<file path="src/rtl/wae_pkg.sv">
// Shared types, codes and constants for the weighted automaton word evaluator.
package wae_pkg;

   localparam int DEF_MAX_STATES  = 8;
   localparam int DEF_MAX_LETTERS = 16;
   localparam int DEF_WEIGHT_BITS = 32;

   localparam int WEIGHT_W      = 32;
   localparam int FRAC_BITS     = 16;
   localparam int PROD_W        = 2 * WEIGHT_W;
   localparam int PIPE_LAT      = 3;
   localparam int DRAIN_W       = 2;
   localparam int CSR_ADDR_W    = 3;
   localparam int CSR_DATA_W    = 32;
   localparam int STATE_COUNT_W = 4;
   localparam int ALPHABET_W    = 5;
   localparam int INDEX_W       = 3;
   localparam int LETTER_W      = 4;

   localparam logic [STATE_COUNT_W-1:0] RST_STATE_COUNT   = 4'd8;
   localparam logic [ALPHABET_W-1:0]    RST_ALPHABET_SIZE = 5'd16;

   typedef enum logic [2:0] {
      ACT_LOAD_START  = 3'd0,
      ACT_LOAD_END    = 3'd1,
      ACT_LOAD_MATRIX = 3'd2,
      ACT_LETTER      = 3'd3,
      ACT_EMPTY_WORD  = 3'd4
   } action_type;

   typedef enum logic [1:0] {
      STATUS_OK         = 2'd0,
      STATUS_BAD_LETTER = 2'd1,
      STATUS_SATURATED  = 2'd2
   } status_type;

   typedef enum logic [0:0] {
      REG_STATE_COUNT   = 1'b0,
      REG_ALPHABET_SIZE = 1'b1
   } csr_reg_type;

   typedef struct packed {
      action_type                  action;
      logic [INDEX_W-1:0]          row_index;
      logic [INDEX_W-1:0]          col_index;
      logic [LETTER_W-1:0]         letter;
      logic signed [WEIGHT_W-1:0]  weight;
      logic                        word_start;
      logic                        word_end;
   } req_type;

   typedef struct packed {
      logic signed [WEIGHT_W-1:0]  score;
      status_type                  status;
   } rsp_type;

   typedef enum logic [2:0] {
      ST_IDLE,
      ST_DECODE,
      ST_MAT_ISSUE,
      ST_MAT_DRAIN,
      ST_FINISH,
      ST_DOT_ISSUE,
      ST_DOT_DRAIN
   } ctrl_state_type;

   typedef struct packed {
      logic capture;
      logic load;
      logic word_begin;
      logic mark_fail;
      logic clear_dest;
      logic swap;
      logic issue;
      logic first;
      logic last;
      logic mode_dot;
      logic vec_start;
      logic use_seen;
      logic emit_fail;
   } ctrl_cmd_type;

   typedef struct packed {
      action_type action;
      logic       letter_ok;
      logic       word_failed;
      logic       word_start;
      logic       word_end;
   } dp_status_type;

endpackage

</file>
<file path="src/rtl/wae_csr.sv">
// Configuration registers on the APB-style port, with derived active state count.
module wae_csr import wae_pkg::*; #(
   parameter int MAX_STATES = DEF_MAX_STATES,
   localparam int CNT_W = $clog2(MAX_STATES + 1)
) (
   input  logic                    clock,
   input  logic                    reset,
   input  logic                    psel,
   input  logic                    penable,
   input  logic                    pwrite,
   input  logic [CSR_ADDR_W-1:0]   paddr,
   input  logic [CSR_DATA_W-1:0]   pwdata,
   output logic [CSR_DATA_W-1:0]   prdata,
   output logic                    pready,
   output logic [CNT_W-1:0]        n_states,
   output logic [ALPHABET_W-1:0]   alphabet_size
);

   logic [STATE_COUNT_W-1:0] state_count_ff, state_count_in;
   logic [ALPHABET_W-1:0]    alphabet_size_ff, alphabet_size_in;
   csr_reg_type              reg_sel;

   assign reg_sel = csr_reg_type'(paddr[CSR_ADDR_W-1]);
   assign pready  = 1'b1;

   always_comb begin
      state_count_in   = state_count_ff;
      alphabet_size_in = alphabet_size_ff;
      if (psel && penable && pwrite) begin
         unique case (reg_sel)
            REG_STATE_COUNT:   state_count_in   = pwdata[STATE_COUNT_W-1:0];
            REG_ALPHABET_SIZE: alphabet_size_in = pwdata[ALPHABET_W-1:0];
            default:           state_count_in   = state_count_ff;
         endcase
      end
   end

   always_ff @(posedge clock) begin
      if (reset) begin
         state_count_ff   <= RST_STATE_COUNT;
         alphabet_size_ff <= RST_ALPHABET_SIZE;
      end else begin
         state_count_ff   <= state_count_in;
         alphabet_size_ff <= alphabet_size_in;
      end
   end

   always_comb begin
      unique case (reg_sel)
         REG_STATE_COUNT:   prdata = CSR_DATA_W'(state_count_ff);
         REG_ALPHABET_SIZE: prdata = CSR_DATA_W'(alphabet_size_ff);
         default:           prdata = '0;
      endcase
   end

   // zero counts as one state, large counts clip to the storage size
   always_comb begin
      if (state_count_ff == '0) begin
         n_states = CNT_W'(1);
      end else if (int'(state_count_ff) > MAX_STATES) begin
         n_states = CNT_W'(MAX_STATES);
      end else begin
         n_states = CNT_W'(state_count_ff);
      end
   end

   assign alphabet_size = alphabet_size_ff;

endmodule

</file>
<file path="config.mk">
export PLATFORM = sky130hd
export DESIGN_NAME = wae_csr
export DESIGN_NICKNAME = d
export VERILOG_FILES = /design/src/rtl/wae_pkg.sv /design/src/rtl/wae_csr.sv
export SDC_FILE = /design/constraint.sdc
export NUM_CORES = 1
export LEC_CHECK = 0
export ABC_AREA = 1
export BUFFER_PORTS_ARGS = -buffer_cell sky130_fd_sc_hd__buf_2
export CORE_UTILIZATION = 36
export DETAILED_ROUTE_END_ITERATION = 6
export HOLD_SLACK_MARGIN = 0.02
export PLACE_DENSITY_LB_ADDON = 0.15
export RECOVER_POWER = 25
export SLEW_MARGIN = 10
export SYNTH_ARGS = -nofsm -noshare
export SYNTH_HDL_FRONTEND = slang
export SYNTH_SLANG_ARGS = --single-unit
</file>
<file path="constraint.sdc">
create_clock -name clock -period 1.1 [get_ports clock]
set_clock_uncertainty 0.2 [all_clocks]
set_input_delay 0.055 -clock clock [delete_from_list [all_inputs] [get_ports clock]]
set_output_delay 0.055 -clock clock [all_outputs]
set_load 0.02 [all_outputs]
</file>
==> flow_summary.rst <==
.. list-table::
   :header-rows: 1

   * - Metric
     - Value
   * - Die Height
     - 46.7 um
   * - Initial core utilization
     - 39.9%
   * - Critical path launch point
     - state_count_ff[1]$_SDFFE_PP0P_
   * - Core box area
     - 1800 um2
   * - Class of the most critical hold timing path
     - in -> reg
   * - Cell row count
     - 15
   * - Total track usage
     - 13.3%
   * - Drt wl/cell
     - 8.28 um
   * - Filler cell count
     - 211
   * - Clock-pin slew reported for the worst setup and hold paths after clock tree synthesis
     - 0.07 ns
   * - Reg-to-reg setup timing slack
     - 0.29 ns
   * - Endpoint of the worst-slack reg-to-reg timing path
     - state_count_ff[3]$_SDFFE_PP1P_
   * - Diode insertion count for antenna repair
     - 0
   * - Worst hold slack
     - -0.0346 ns
   * - Hpwl dp
     - 992 um
   * - Post-layout net count
     - 176
   * - Wire length of the first global-routing pass
     - 1930 um
   * - Depth of the worst register-to-register path
     - 2
   * - Post-Route WL
     - 1320 um
   * - I/O Pins
     - 82
   * - Upper clock frequency limit
     - 0.844 GHz
   * - Top post-synthesis cells by area
     - sky130_fd_sc_hd__buf_4, sky130_fd_sc_hd__dfxtp_1, sky130_fd_sc_hd__nand2_1
   * - Final ANT Viol Nets
     - 0
   * - Skew-Pair Late Insertion Delay
     - 0.26 ns
   * - Cell at the root of the clock tree
     - sky130_fd_sc_hd__clkbuf_4
   * - Critical path capture point
     - n_states[0]
   * - Storage element area
     - 191 um2
   * - Most used DFF post-synth
     - sky130_fd_sc_hd__dfxtp_1
   * - Max-slew violation count
     - 0
   * - Result of the run
     - complete, but fails checks
   * - Leakage dissipation
     - 0.452 nW
   * - Via count of the first global-routing pass
     - 490
   * - Critical Path End Type
     - primary output
   * - Proportion of layout cells with a drive suffix above 1
     - 35.6%
   * - Die Span X
     - 46.7 um
   * - Count of warnings emitted by yosys
     - 0
   * - Most common cell in the netlist
     - sky130_fd_sc_hd__buf_4
   * - Initial antenna violation count
     - 0
   * - Via count
     - 616
   * - Violated checks
     - negative hold slack, negative setup slack
   * - CTS max path bufs
     - 2
   * - Cell area after synthesis
     - 719 um2
   * - Via count normalized by instance count
     - 3.85
   * - H-Tree Depth
     - 1
   * - Clock Sinks
     - 9
   * - Max VDD drop
     - 0.550 mV
   * - Ratio of final minimum period to clock period
     - 108%
   * - Biggest area consumer among synthesized cells
     - sky130_fd_sc_hd__buf_4
   * - Endpoints failing setup
     - 7
   * - Final weighted congestion of routability-driven global placement
     - 0.740
   * - Post-placement worst setup slack
     - 0.0748 ns
   * - PD cells
     - 987 nW/um2
   * - Synthesis-to-finish area growth
     - 20.3%
   * - Worst flop-to-flop path startpoint
     - state_count_ff[3]$_SDFFE_PP1P_
   * - Number of unique standard cell types used by synthesis
     - 15
   * - Mapped Cells
     - 107
   * - Avg Inst Size Synth
     - 6.72 um2
   * - Worst Slack Setup Final
     - -0.0847 ns
   * - Drt first-iter violations
     - 11
   * - FFs w/ async S/R, synth
     - 0%
   * - Count of TritonRoute iterations in the first routing pass
     - 4
   * - Total setup buffers inserted after CTS
     - 0
   * - Post-Place Cells
     - 151
   * - Critical path startpoint category
     - flop
   * - Reported max-cap violation count
     - 0
   * - Setup_tns
     - -0.297 ns
   * - Floorplan die area
     - 2180 um2
   * - Cts-stage hold buffer count
     - 5
   * - Worst endpoint required time
     - 0.84 ns
   * - Post-layout minimum cycle time
     - 1.18 ns
   * - Number of buffer cells added on primary ports
     - 24
   * - Start-to-end type of the worst setup path
     - reg -> out
   * - Area share of the largest cell type after synthesis
     - 29.2%
   * - Number of buffers inserted during clock tree synthesis
     - 3
   * - Critical path fanouts, max
     - 3
   * - Synthesized flop and latch total
     - 9
   * - Pin count of the biggest net entering global routing
     - 17
   * - Post-synthesis sequential area ratio
     - 25.0%
   * - Synth top cells by count
     - sky130_fd_sc_hd__buf_4, sky130_fd_sc_hd__nand2_1, sky130_fd_sc_hd__nor2_1
   * - Hold Vio Cnt, Final
     - 2
   * - Final std cells w/o fill
     - 160
   * - Data arrival, critical path
     - 0.93 ns
   * - DRC Markers
     - 0
   * - CTS tree
     - done
   * - Setup repair after global routing missed its margin
     - yes
   * - Total congestion overflow after global routing
     - 0
   * - Multi-input gate area
     - 360 um2
   * - EDFF count, synth
     - 0
worst max-delay path, cell delays in order, from the launching register on:
cell,delay (ns)
sky130_fd_sc_hd__dfxtp_2,0.33
sky130_fd_sc_hd__o21ai_1,0.12
sky130_fd_sc_hd__nand2_1,0.06
sky130_fd_sc_hd__inv_1,0.06
sky130_fd_sc_hd__buf_6,0.11
power breakdown:
group	switching (mW)	total [mW]	internal, mW
registers	0.00956	0.347	0.337
logic	0.178	0.247	0.0698
clock network	0.120	0.260	0.140
per-stage QoR:
step           cell area (um2)  total power [mW]  utilization (%)
6_report                   866             0.855             48.1
5_1_grt                    866             0.914             48.1
4_1_cts                    842             0.858             46.7
3_5_place_dp               732             0.570             40.6
3_3_place_gp               732             0.569             40.6
2_1_floorplan              817             0.605                -
metal layers:
| metal | global-route usage, % | vias to the layer above | part of all wire [%] | wire (um) |
|---|---|---|---|---|
| met5 | 0 | - | 0 | 0 |
| met4 | 8.57 | 0 | 0.76 | 10 |
| met3 | 3.92 | 2 | 6.6 | 88 |
| met2 | 21.4 | 33 | 48 | 640 |
| met1 | 15.2 | 259 | 44 | 585 |
| li1 | - | 322 | - | - |
how the worst min path moves through the flow:
stage / startpoint / to / slack [ns] / cells past startpoint
floorplan: pwdata[3] / state_count_ff[3]$_SDFFE_PP1P_ / -0.02 / 2
global placement: pwdata[4] / alphabet_size[4]$_SDFFE_PP1P_ / 0.07 / 3
detailed placement: pwdata[4] / alphabet_size[4]$_SDFFE_PP1P_ / 0.07 / 3
CTS: reset / alphabet_size[4]$_SDFFE_PP1P_ / -0.04 / 3
global route: reset / state_count_ff[3]$_SDFFE_PP1P_ / -0.006 / 3
finish: reset / alphabet_size[4]$_SDFFE_PP1P_ / -0.03 / 3
cell type report:
cell class / count / share of cell area [%]
Sequential cell: 9 / 22.1
Clock buffer: 4 / 3.03
Timing Repair Buffer: 29 / 23.7
Tap cell: 25 / 3.61
Inverter: 13 / 5.92
Multi-Input combinational cell: 80 / 41.6
registers in the layout, indices dropped and copies added, names as in the netlist:
name,cells
alphabet_size,5
state_count_ff,4
cell families after synthesis:
group,after synthesis,share of synthesized area [%]
other,2,1.04
AO/OA/AOI/OAI,7,4.87
AND/OR/NAND/NOR,45,29.0
buffers and inverters,44,40.0
flip-flops,9,25.0
layout by cell type (no fill, tap or decap):
master,instances
sky130_fd_sc_hd__conb_1,28
sky130_fd_sc_hd__nand2_1,15
sky130_fd_sc_hd__buf_2,15
sky130_fd_sc_hd__nor2_1,14
sky130_fd_sc_hd__nand3_1,9
sky130_fd_sc_hd__inv_1,6
sky130_fd_sc_hd__dfxtp_2,6
sky130_fd_sc_hd__inv_2,5
sky130_fd_sc_hd__o21ai_1,5
sky130_fd_sc_hd__dlygate4sd3_1,5
sky130_fd_sc_hd__buf_6,4
sky130_fd_sc_hd__buf_4,4
sky130_fd_sc_hd__nor2_4,3
sky130_fd_sc_hd__clkbuf_4,3
sky130_fd_sc_hd__nor2_2,2
sky130_fd_sc_hd__dfxtp_1,2
sky130_fd_sc_hd__o21ai_2,1
sky130_fd_sc_hd__nand2_2,1
sky130_fd_sc_hd__inv_4,1
sky130_fd_sc_hd__nand3_2,1
sky130_fd_sc_hd__clkinv_1,1
sky130_fd_sc_hd__o21ai_0,1
sky130_fd_sc_hd__clkbuf_1,1
sky130_fd_sc_hd__clkbuf_2,1
sky130_fd_sc_hd__dfxtp_4,1
timing repair:
action                                  CTS  global route
endpoints found under the setup margin    9             8
gates resized for setup                  23            10
gates cloned                              0             0
pin swaps                                 0             0
hold endpoints to repair                  9             2
(Power assumes the default switching activity.)
