**src/rtl/wae_pkg.sv**
```systemverilog
// Shared types, codes and constants for the weighted automaton word evaluator.
package wae_pkg;

   localparam int DEF_MAX_STATES  = 8;
   localparam int DEF_MAX_LETTERS = 16;
   localparam int DEF_WEIGHT_BITS = 32;

   localparam int WEIGHT_W      = 32;
   localparam int FRAC_BITS     = 16;
   localparam int PROD_W        = 2 * WEIGHT_W;
   localparam int PIPE_LAT      = 3;
   localparam int DRAIN_W       = 2;
   localparam int CSR_ADDR_W    = 3;
   localparam int CSR_DATA_W    = 32;
   localparam int STATE_COUNT_W = 4;
   localparam int ALPHABET_W    = 5;
   localparam int INDEX_W       = 3;
   localparam int LETTER_W      = 4;

   localparam logic [STATE_COUNT_W-1:0] RST_STATE_COUNT   = 4'd8;
   localparam logic [ALPHABET_W-1:0]    RST_ALPHABET_SIZE = 5'd16;

   typedef enum logic [2:0] {
      ACT_LOAD_START  = 3'd0,
      ACT_LOAD_END    = 3'd1,
      ACT_LOAD_MATRIX = 3'd2,
      ACT_LETTER      = 3'd3,
      ACT_EMPTY_WORD  = 3'd4
   } action_type;

   typedef enum logic [1:0] {
      STATUS_OK         = 2'd0,
      STATUS_BAD_LETTER = 2'd1,
      STATUS_SATURATED  = 2'd2
   } status_type;

   typedef enum logic [0:0] {
      REG_STATE_COUNT   = 1'b0,
      REG_ALPHABET_SIZE = 1'b1
   } csr_reg_type;

   typedef struct packed {
      action_type                  action;
      logic [INDEX_W-1:0]          row_index;
      logic [INDEX_W-1:0]          col_index;
      logic [LETTER_W-1:0]         letter;
      logic signed [WEIGHT_W-1:0]  weight;
      logic                        word_start;
      logic                        word_end;
   } req_type;

   typedef struct packed {
      logic signed [WEIGHT_W-1:0]  score;
      status_type                  status;
   } rsp_type;

   typedef enum logic [2:0] {
      ST_IDLE,
      ST_DECODE,
      ST_MAT_ISSUE,
      ST_MAT_DRAIN,
      ST_FINISH,
      ST_DOT_ISSUE,
      ST_DOT_DRAIN
   } ctrl_state_type;

   typedef struct packed {
      logic capture;
      logic load;
      logic word_begin;
      logic mark_fail;
      logic clear_dest;
      logic swap;
      logic issue;
      logic first;
      logic last;
      logic mode_dot;
      logic vec_start;
      logic use_seen;
      logic emit_fail;
   } ctrl_cmd_type;

   typedef struct packed {
      action_type action;
      logic       letter_ok;
      logic       word_failed;
      logic       word_start;
      logic       word_end;
   } dp_status_type;

endpackage

```
**src/rtl/wae_ctrl.sv**
```systemverilog
// Sequencer: decodes each beat and steps the multiply-accumulate passes.
module wae_ctrl import wae_pkg::*; #(
   parameter int MAX_STATES = DEF_MAX_STATES,
   localparam int CNT_W = $clog2(MAX_STATES + 1),
   localparam int IDX_W = (MAX_STATES > 1) ? $clog2(MAX_STATES) : 1
) (
   input  logic              clock,
   input  logic              reset,
   input  logic              start,
   output logic              busy,
   input  logic [CNT_W-1:0]  n_states,
   input  dp_status_type     status,
   output ctrl_cmd_type      cmd,
   output logic [IDX_W-1:0]  row_idx,
   output logic [IDX_W-1:0]  col_idx
);

   ctrl_state_type       state_ff, state_in;
   logic [CNT_W-1:0]     i_ff, i_in;
   logic [CNT_W-1:0]     j_ff, j_in;
   logic [DRAIN_W-1:0]   drain_ff, drain_in;
   logic                 i_last, j_last, drain_done, is_empty;

   assign i_last     = (i_ff == n_states - CNT_W'(1));
   assign j_last     = (j_ff == n_states - CNT_W'(1));
   assign drain_done = (drain_ff == DRAIN_W'(PIPE_LAT - 1));
   assign is_empty   = (status.action == ACT_EMPTY_WORD);
   assign row_idx    = i_ff[IDX_W-1:0];
   assign col_idx    = j_ff[IDX_W-1:0];
   assign busy       = (state_ff != ST_IDLE);

   always_ff @(posedge clock) begin
      if (reset) begin
         state_ff <= ST_IDLE;
         i_ff     <= '0;
         j_ff     <= '0;
         drain_ff <= '0;
      end else begin
         state_ff <= state_in;
         i_ff     <= i_in;
         j_ff     <= j_in;
         drain_ff <= drain_in;
      end
   end

   always_comb begin
      state_in = state_ff;
      i_in     = i_ff;
      j_in     = j_ff;
      drain_in = drain_ff;
      cmd      = '0;
      unique case (state_ff)
         ST_IDLE: begin
            if (start) begin
               cmd.capture = 1'b1;
               state_in    = ST_DECODE;
            end
         end
         ST_DECODE: begin
            i_in = '0;
            j_in = '0;
            unique case (status.action) inside
               ACT_LOAD_START, ACT_LOAD_END, ACT_LOAD_MATRIX: begin
                  cmd.load = 1'b1;
                  state_in = ST_IDLE;
               end
               ACT_EMPTY_WORD: begin
                  state_in = ST_DOT_ISSUE;
               end
               ACT_LETTER: begin
                  cmd.word_begin = status.word_start;
                  if (!status.letter_ok) begin
                     cmd.mark_fail = 1'b1;
                     state_in      = ST_FINISH;
                  end else if (!status.word_start && status.word_failed) begin
                     state_in = ST_FINISH;
                  end else begin
                     cmd.clear_dest = 1'b1;
                     state_in       = ST_MAT_ISSUE;
                  end
               end
               default: begin
                  state_in = ST_IDLE;
               end
            endcase
         end
         ST_MAT_ISSUE: begin
            cmd.issue     = 1'b1;
            cmd.first     = (i_ff == '0);
            cmd.last      = i_last;
            cmd.vec_start = status.word_start;
            if (i_last) begin
               i_in = '0;
               j_in = j_ff + CNT_W'(1);
               if (j_last) begin
                  drain_in = '0;
                  state_in = ST_MAT_DRAIN;
               end
            end else begin
               i_in = i_ff + CNT_W'(1);
            end
         end
         ST_MAT_DRAIN: begin
            drain_in = drain_ff + DRAIN_W'(1);
            if (drain_done) begin
               cmd.swap = 1'b1;
               state_in = ST_FINISH;
            end
         end
         ST_FINISH: begin
            i_in = '0;
            j_in = '0;
            if (!status.word_end) begin
               state_in = ST_IDLE;
            end else if (status.word_failed) begin
               cmd.emit_fail = 1'b1;
               state_in      = ST_IDLE;
            end else begin
               state_in = ST_DOT_ISSUE;
            end
         end
         ST_DOT_ISSUE: begin
            cmd.issue     = 1'b1;
            cmd.mode_dot  = 1'b1;
            cmd.first     = (i_ff == '0);
            cmd.last      = i_last;
            cmd.vec_start = is_empty;
            cmd.use_seen  = !is_empty;
            i_in          = i_ff + CNT_W'(1);
            if (i_last) begin
               drain_in = '0;
               state_in = ST_DOT_DRAIN;
            end
         end
         ST_DOT_DRAIN: begin
            drain_in = drain_ff + DRAIN_W'(1);
            if (drain_done) begin
               state_in = ST_IDLE;
            end
         end
         default: begin
            state_in = ST_IDLE;
         end
      endcase
   end

endmodule

```
**config.mk**
```make
export PLATFORM = sky130hd
export DESIGN_NAME = wae_ctrl
export DESIGN_NICKNAME = d
export VERILOG_FILES = /design/src/rtl/wae_pkg.sv /design/src/rtl/wae_ctrl.sv
export SDC_FILE = /design/constraint.sdc
export NUM_CORES = 1
export LEC_CHECK = 0
export BUFFER_PORTS_ARGS = -buffer_cell sky130_fd_sc_hd__buf_2
export CORE_AREA = 2 2 56 58
export CTS_CLUSTER_DIAMETER = 50
export DETAILED_ROUTE_END_ITERATION = 7
export DIE_AREA = 0 0 58 60
export PLACE_DENSITY = 0.69
export SKIP_LAST_GASP = 1
export SLEW_MARGIN = 20
export SYNTH_ARGS = -nofsm -noshare
export SYNTH_HDL_FRONTEND = slang
export SYNTH_SLANG_ARGS = --single-unit
```
**constraint.sdc**
```tcl
create_clock -name clock -period 4.15 [get_ports clock]
set_clock_uncertainty 0.1 [all_clocks]
set_input_delay 0.83 -clock clock [delete_from_list [all_inputs] [get_ports clock]]
set_output_delay 0.83 -clock clock [all_outputs]
set_load 0.01 [all_outputs]
```
==> results.ini, run 1 <==
[worst_setup_path]
r2r_cells = 7
r2r_start = state_ff[1]$_SDFFE_PP0P_
worst-setup-path-type = input pin to primary output
r2r-end = state_ff[0]$_SDFFE_PP0P_
required_ns = 3.22
crit_path_end_kind = primary output
reg2reg_slack_ns = 1.77
start_kind = input pin
crit_fanout = 12
cp.arrival_ns = 2.42

[synth]
syn-num-nets = 185
synth_enable_flop_cells = 0
synth-seq-area-share = 0.207
synth_top_area_cell = dfxtp_1
yosysTopAreaCellShare = 0.207
synth_ff_type = dfxtp_1
synth_most_common_cell = nor2_1
ys_top_cells_by_area = dfxtp_1 21%, a21oi_1 6.4%, nor2_1 5.4%, ha_1 5.0%, xnor2_1 4.9%
synth_cells = 166
netlist_area_um2 = 1260
syn_area_per_cell_um2 = 7.58
synth-seq-cells = 13
synth_common_cells = 18 x nor2_1, 16 x a21oi_1, 13 x dfxtp_1
yosysUniqueCellTypes = 42
async_flop_share = 0
yosys_warnings = 0

[floorplanning]
initial_core_util = 0.434
placementRows = 20
die-area_um2 = 3480
core_area_um2 = 2900
die_h_um = 60
ios = 34
die_w_um = 58

[timing]
finalCriticalPeriod_ns = 3.35
setup_viol = 0
max_slew_margin = 0.589
fmax_mhz = 299
finalHoldViolCount = 0
worst_pin_slew_ns = 0.616
tns_ns = 0
finalMaxSlewViolations = 0
period_share = 0.807
rsz0062_at_grt = false
hold_slack_ns = 0.442

[clocking]
postCtsHoldBufs = 0
cts_setup_buffers = 0
clockBufferDepth = 2
cts_made_buffers = 3
cts_tree = yes
cts_root_buffer = clkbuf_4
clk_pin_slew_ns = 0.09
post_cts_resized = 0
cts.htree.levels = 1
clock_latency_ns = 0.29
clkSinkCount = 13

[drt]
drc = 0
via_per_inst = 5.57
wire_per_inst_um = 13.3
wl_um = 2980
firstDrtPassIters = 4
first_iter_violations = 55
drtAntennaViolNets = 0
vias = 1242

[global_route]
grt_max_degree = 20
grt_pass1_vias = 1169
track_usage = 0.184
grt_overflow = 0
grt_pass1_wl_um = 5000
antenna_found_initial = 0

[worst_hold_path]
hold_class = flop to flop
hold_depth = 2
min-delay-start = j_ff[3]$_SDFFE_PP0P_
whs_endpoint = j_ff[3]$_SDFFE_PP0P_

[placement]
dp_hpwl_um = 2350
port_buffers = 33
place_congestion = 0.911
placedCellCount = 219

[finish]
fillers = 303
final_core_util = 0.485
area_growth_pct = 11.8
drive_gt1_frac = 0.247
antenna_cells = 0
final_cells = 223
nets = 210

[pwr]
p_leak_nw = 0.624
totalPowerFinal_uw = 363
power_per_cell_area_nw_per_um2 = 258
max-vdd-ir-drop_mv = 0.156

[job]
max_cap_viol_count = 0

[outcome]
status = finished clean

cells in the final DEF (no fill, tap or decap), types with 2 or more instances in the layout:
master	instances
buf_2	33
nor2_1	18
a21oi_1	16
dfxtp_1	13
inv_1	11
nand2_1	11
o21ai_0	10
xnor2_1	7
a31oi_1	6
nand3_1	5
xor2_1	5
ha_1	5
and3_1	4
nor3_1	4
or3_1	4
nand4_1	4
clkbuf_4	3
nor4b_1	2
xor3_1	2
nor4_1	2
a21boi_0	2
o21bai_1	2
mux2_4	2
buf_4	2
sequential cells by signal (all words and copies together), names as in the netlist:
signal and count:
i_ff 4, drain_ff 2, j_ff 4, state_ff 3
where the power goes:
group	switching (mW)	total, mW	internal (mW)
clock network	0.0457	0.0816	0.0358
registers	0.0158	0.146	0.130
logic	0.0754	0.135	0.0600
total	0.137	0.363	0.226
worst max-delay path by stage:
| stage | start | to | slack [ns] | cells after the start |
|---|---|---|---|---|
| 2_1_floorplan | n_states[0] | cmd[4] | 1.01 | 7 |
| 3_3_place_gp | n_states[0] | cmd[4] | 0.88 | 9 |
| 3_5_place_dp | n_states[0] | cmd[4] | 0.81 | 9 |
| 4_1_cts | n_states[0] | cmd[4] | 0.81 | 9 |
| 5_1_grt | n_states[0] | cmd[4] | 0.63 | 9 |
| 6_report | n_states[0] | cmd[4] | 0.80 | 9 |
cells by family after synthesis:
logic type	count (synthesis)	synth area share
AND/OR/NAND/NOR	63	0.267
AO/OA/AOI/OAI	42	0.206
buffers and inverters	26	0.112
XOR/XNOR	15	0.134
flip-flops	13	0.207
adder cells (fa/ha/maj)	5	0.0497
multiplexers	2	0.0239
worst max-delay path: stages:
cell and delay, ns:
buf_2 0.15, inv_1 0.06, ha_1 0.24, xor3_1 0.39, nor3_1 0.20, buf_4 0.20
nand2_1 0.10, nor2_1 0.11, buf_2 0.14
per-layer routing:
metal	wire (um)	share of wire	global-route usage
met5	0	0	0
met4	24	0.0081	0.0565
met3	192	0.065	0.0303
met2	1430	0.48	0.325
met1	1330	0.45	0.231
layout make-up:
type	count	area [um^2]	area share
multi-input combinational	127	857	0.609
timing repair buffer	35	180	0.128
sequential	13	260	0.185
inverter	11	41.3	0.0293
clock buffer	3	22.5	0.0160
tap	33	41.3	0.0293
clock inverter	1	5.00	0.00356
per-stage QoR:
step,setup WS (ns),cell area [um^2]
6_report,0.802,1410
5_1_grt,0.630,1410
4_1_cts,0.809,1410
3_5_place_dp,0.813,1380
3_3_place_gp,0.876,1380
2_1_floorplan,1.01,1260
Power figures use the tool's default switching activity.
==> inputs of run 2 (changes only) <==
- clock period: 4.15 -> 3.5 ns (I/O delays scaled with it)
==> results.ini, run 2 (synthesis results as in run 1) <==
[finish]
drive_gt1_frac = 0.247
layout_commonest_cell = buf_2
final_cell_mix = 33 x buf_2, 18 x nor2_1, 16 x a21oi_1
final_core_util = 0.485
antenna_cells = 0
area_growth_pct = 11.8
reg_top3 = i_ff (4), j_ff (4), state_ff (3)
nets = 210
fillers = 306

[timing]
finalCriticalPeriod_ns = 3.06
finalHoldViolCount = 0
tns_ns = 0
max_slew_margin = 0.585
rsz0062_at_grt = false
fmax_mhz = 326
period_share = 0.875
finalMaxSlewViolations = 0
worst_pin_slew_ns = 0.622
hold_slack_ns = 0.442
worst_slack_ns = 0.437
setup_viol = 0

[drt]
wire_per_inst_um = 13.9
firstDrtPassIters = 4
wl_um = 3100
drc = 0
via_per_inst = 5.56
drtAntennaViolNets = 0
vias = 1240
first_iter_violations = 46

[clocking]
clkSinkCount = 13
clk_pin_slew_ns = 0.09
cts_made_buffers = 3
cts.htree.levels = 1
postCtsHoldBufs = 0
cts_tree = yes
clock_latency_ns = 0.29
cts_root_buffer = clkbuf_4
cts_setup_buffers = 0
clockBufferDepth = 2
post_cts_resized = 0

[worst_hold_path]
hold_class = flop to flop

[floorplanning]
die_w_um = 58
die_h_um = 60
ios = 34
placementRows = 20
initial_core_util = 0.434
core_area_um2 = 2900
die-area_um2 = 3480

[placement]
dp_hpwl_um = 2400
port_buffers = 33
place_ws_ns = 0.465
place_congestion = 0.890

[worst_setup_path]
crit_fanout = 19
worst-setup-path-type = flop to primary output
cp_cell_sequence = inv_1, nor2_2, nor2_1, nor4b_1, buf_2
cp.arrival_ns = 2.26
cpPeakStageDelay_ns = 0.73
start_kind = flop
critPathBufInv = 2
cpLargestDelayFamily = simple AND/OR/NAND/NOR gates
crit_path_top_delay_cell = dfxtp_1
required_ns = 2.70
crit_path_end_kind = primary output

[global_route]
grt_max_degree = 20
grt_overflow = 0
track_usage = 0.195
grt_pass1_wl_um = 5260
antenna_found_initial = 0
grt_pass1_vias = 1170

[pwr]
power_per_cell_area_nw_per_um2 = 307
p_leak_nw = 0.624
max-vdd-ir-drop_mv = 0.164

[job]
max_cap_viol_count = 0

[outcome]
status = finished clean

[run 2: cell type report]
class | instances | area [um^2] | share of cell area
timing repair buffer | 35 | 180 | 0.128
multi-input combinational | 127 | 857 | 0.609
clock inverter | 1 | 5.00 | 0.00356
sequential | 13 | 260 | 0.185
tap | 33 | 41.3 | 0.0293
inverter | 11 | 41.3 | 0.0293
clock buffer | 3 | 22.5 | 0.0160
[run 2: power breakdown]
group          switching (mW)  internal [mW]  leakage [nW]
Clock                  0.0571         0.0425        0.0177
Sequential             0.0184          0.155         0.105
Combinational          0.0890         0.0710         0.501
Total                   0.164          0.268         0.624
[run 2: metal layers]
metal | vias to the layer above | global-route usage | part of all wire
met1 | 566 | 0.242 | 0.43
met5 | - | 0 | 0
met4 | 0 | 0.0797 | 0.016
met2 | 42 | 0.341 | 0.50
met3 | 6 | 0.0238 | 0.057
li1 | 626 | - | -
[run 2: path summary, 6_finish.rpt]
| check | from | to | slack [ns] | cells after the start |
|---|---|---|---|---|
| max reg2reg | state_ff[1]$_SDFFE_PP0P_ | state_ff[2]$_SDFFE_PP0P_ | 1.01 | 7 |
| min | i_ff[1]$_SDFFE_PP0P_ | i_ff[1]$_SDFFE_PP0P_ | 0.44 | 2 |
| min reg2reg | i_ff[1]$_SDFFE_PP0P_ | i_ff[1]$_SDFFE_PP0P_ | 0.44 | 2 |
| max | state_ff[1]$_SDFFE_PP0P_ | cmd[5] | 0.44 | 5 |
[run 2: tightest hold or removal path, cell delays in order (launching register included)]
cell and delay, ns:
dfxtp_1 0.37, nand2_1 0.08, a21oi_1 0.05
[run 2: through the flow]
stage	power, mW	instances	area, um^2
6_report	0.432	223	1410
5_1_grt	0.467	223	1410
4_1_cts	0.435	223	1410
3_5_place_dp	0.335	219	1380
3_3_place_gp	0.332	219	1380
2_1_floorplan	0.300	166	1260
==> inputs of run 3 (changes only) <==
- clock period: 3.5 -> 3.8 ns (I/O delays scaled with it)
==> results.ini, run 3 (synthesis results as in run 1) <==
[drt]
drtAntennaViolNets = 0
vias = 1266
via_per_inst = 5.68
drc = 0
wl_um = 2980
first_iter_violations = 49
wire_per_inst_um = 13.4
firstDrtPassIters = 4

[worst_setup_path]
r2r-end = state_ff[0]$_SDFFE_PP0P_
crit_path_top_delay_cell = dfxtp_1
cp.arrival_ns = 2.24
reg2reg_slack_ns = 1.35
critPathBufInv = 2
cp_cell_sequence = inv_1, nor2_2, nor2_1, nor4b_1, buf_2
cpPeakStageDelay_ns = 0.73
worst-setup-path-type = flop to primary output
crit_path_end_kind = primary output
required_ns = 2.94
cpLargestDelayFamily = flip-flops
start_kind = flop
r2r_start = state_ff[1]$_SDFFE_PP0P_
r2r_cells = 7
crit_fanout = 19

[finish]
fillers = 305
layout_commonest_cell = buf_2
antenna_cells = 0
drive_gt1_frac = 0.247
area_growth_pct = 11.8
final_cell_mix = 33 x buf_2, 18 x nor2_1, 16 x a21oi_1
reg_top3 = i_ff (4), j_ff (4), state_ff (3)
nets = 210

[global_route]
grt_overflow = 0
antenna_found_initial = 0
grt_pass1_wl_um = 4910
grt_pass1_vias = 1138
grt_max_degree = 20
track_usage = 0.179

[worst_hold_path]
whs_endpoint = i_ff[1]$_SDFFE_PP0P_
hold_depth = 2
hold_class = flop to flop
min-delay-start = i_ff[1]$_SDFFE_PP0P_

[floorplanning]
die_h_um = 60
initial_core_util = 0.434
die-area_um2 = 3480
placementRows = 20
die_w_um = 58
core_area_um2 = 2900
ios = 34

[timing]
finalMaxSlewViolations = 0
max_slew_margin = 0.569
finalHoldViolCount = 0
worst_pin_slew_ns = 0.645
period_share = 0.816
setup_viol = 0
finalCriticalPeriod_ns = 3.10
rsz0062_at_grt = false
tns_ns = 0
worst_slack_ns = 0.701
fmax_mhz = 323

[clocking]
postCtsHoldBufs = 0
cts_setup_buffers = 0
cts_root_buffer = clkbuf_4
cts.htree.levels = 1
post_cts_resized = 0
clock_latency_ns = 0.28
cts_tree = yes
clkSinkCount = 13
clk_pin_slew_ns = 0.09
cts_made_buffers = 3
clockBufferDepth = 2

[placement]
port_buffers = 33
place_congestion = 0.864
place_ws_ns = 0.732
dp_hpwl_um = 2330

[job]
max_cap_viol_count = 0

[pwr]
max-vdd-ir-drop_mv = 0.199
power_per_cell_area_nw_per_um2 = 282
p_leak_nw = 0.624

[outcome]
status = finished clean

-- run 3: cell counts in the layout (fill, tap and decap cells not counted) --
No cell type changed its count.
-- run 3: how the worst max path moves through the flow --
stage          slack (ns)      to                     start  cells after the start
2_1_floorplan        0.80  cmd[4]               n_states[0]                      7
3_3_place_gp         0.76  cmd[4]               n_states[0]                      8
3_5_place_dp         0.73  cmd[4]               n_states[0]                      8
4_1_cts              0.73  cmd[4]               n_states[0]                      8
5_1_grt              0.43  cmd[5]  state_ff[1]$_SDFFE_PP0P_                      5
6_report             0.70  cmd[5]  state_ff[1]$_SDFFE_PP0P_                      5
-- run 3: layout make-up --
cell class,count,area (um^2),share of cell area
multi-input combinational,127,857,0.609
sequential,13,260,0.185
timing repair buffer,35,180,0.128
inverter,11,41.3,0.0293
tap,33,41.3,0.0293
clock buffer,3,22.5,0.0160
clock inverter,1,5.00,0.00356
-- run 3: tightest hold or removal path, stage by stage, from the launching register on --
cell and delay, ns:
dfxtp_1 0.37, nand2_1 0.07, a21oi_1 0.05
-- run 3: metrics by stage --
step / util / instances / total power [mW] / hold slack (ns) / cell area (um^2)
2_1_floorplan: - / 166 / 0.277 / 0.393 / 1260
3_3_place_gp: 0.475 / 219 / 0.305 / 0.425 / 1380
3_5_place_dp: 0.475 / 219 / 0.308 / 0.422 / 1380
4_1_cts: 0.485 / 223 / 0.396 / 0.441 / 1410
5_1_grt: 0.485 / 223 / 0.427 / 0.475 / 1410
6_report: 0.485 / 223 / 0.396 / 0.433 / 1410
-- run 3: routing by layer --
metal	up-vias	wire, um	GRT usage	share of wire
li1	627	-	-	-
met1	597	1380	0.220	0.46
met2	38	1420	0.313	0.48
met3	4	159	0.0433	0.053
met4	0	21	0.0465	0.0070
met5	-	0	0	0
-- run 3: power by group --
group,total (mW),internal (mW),switching [mW]
clock,0.0889,0.0390,0.0499
sequential,0.159,0.142,0.0171
combinational,0.148,0.0655,0.0826
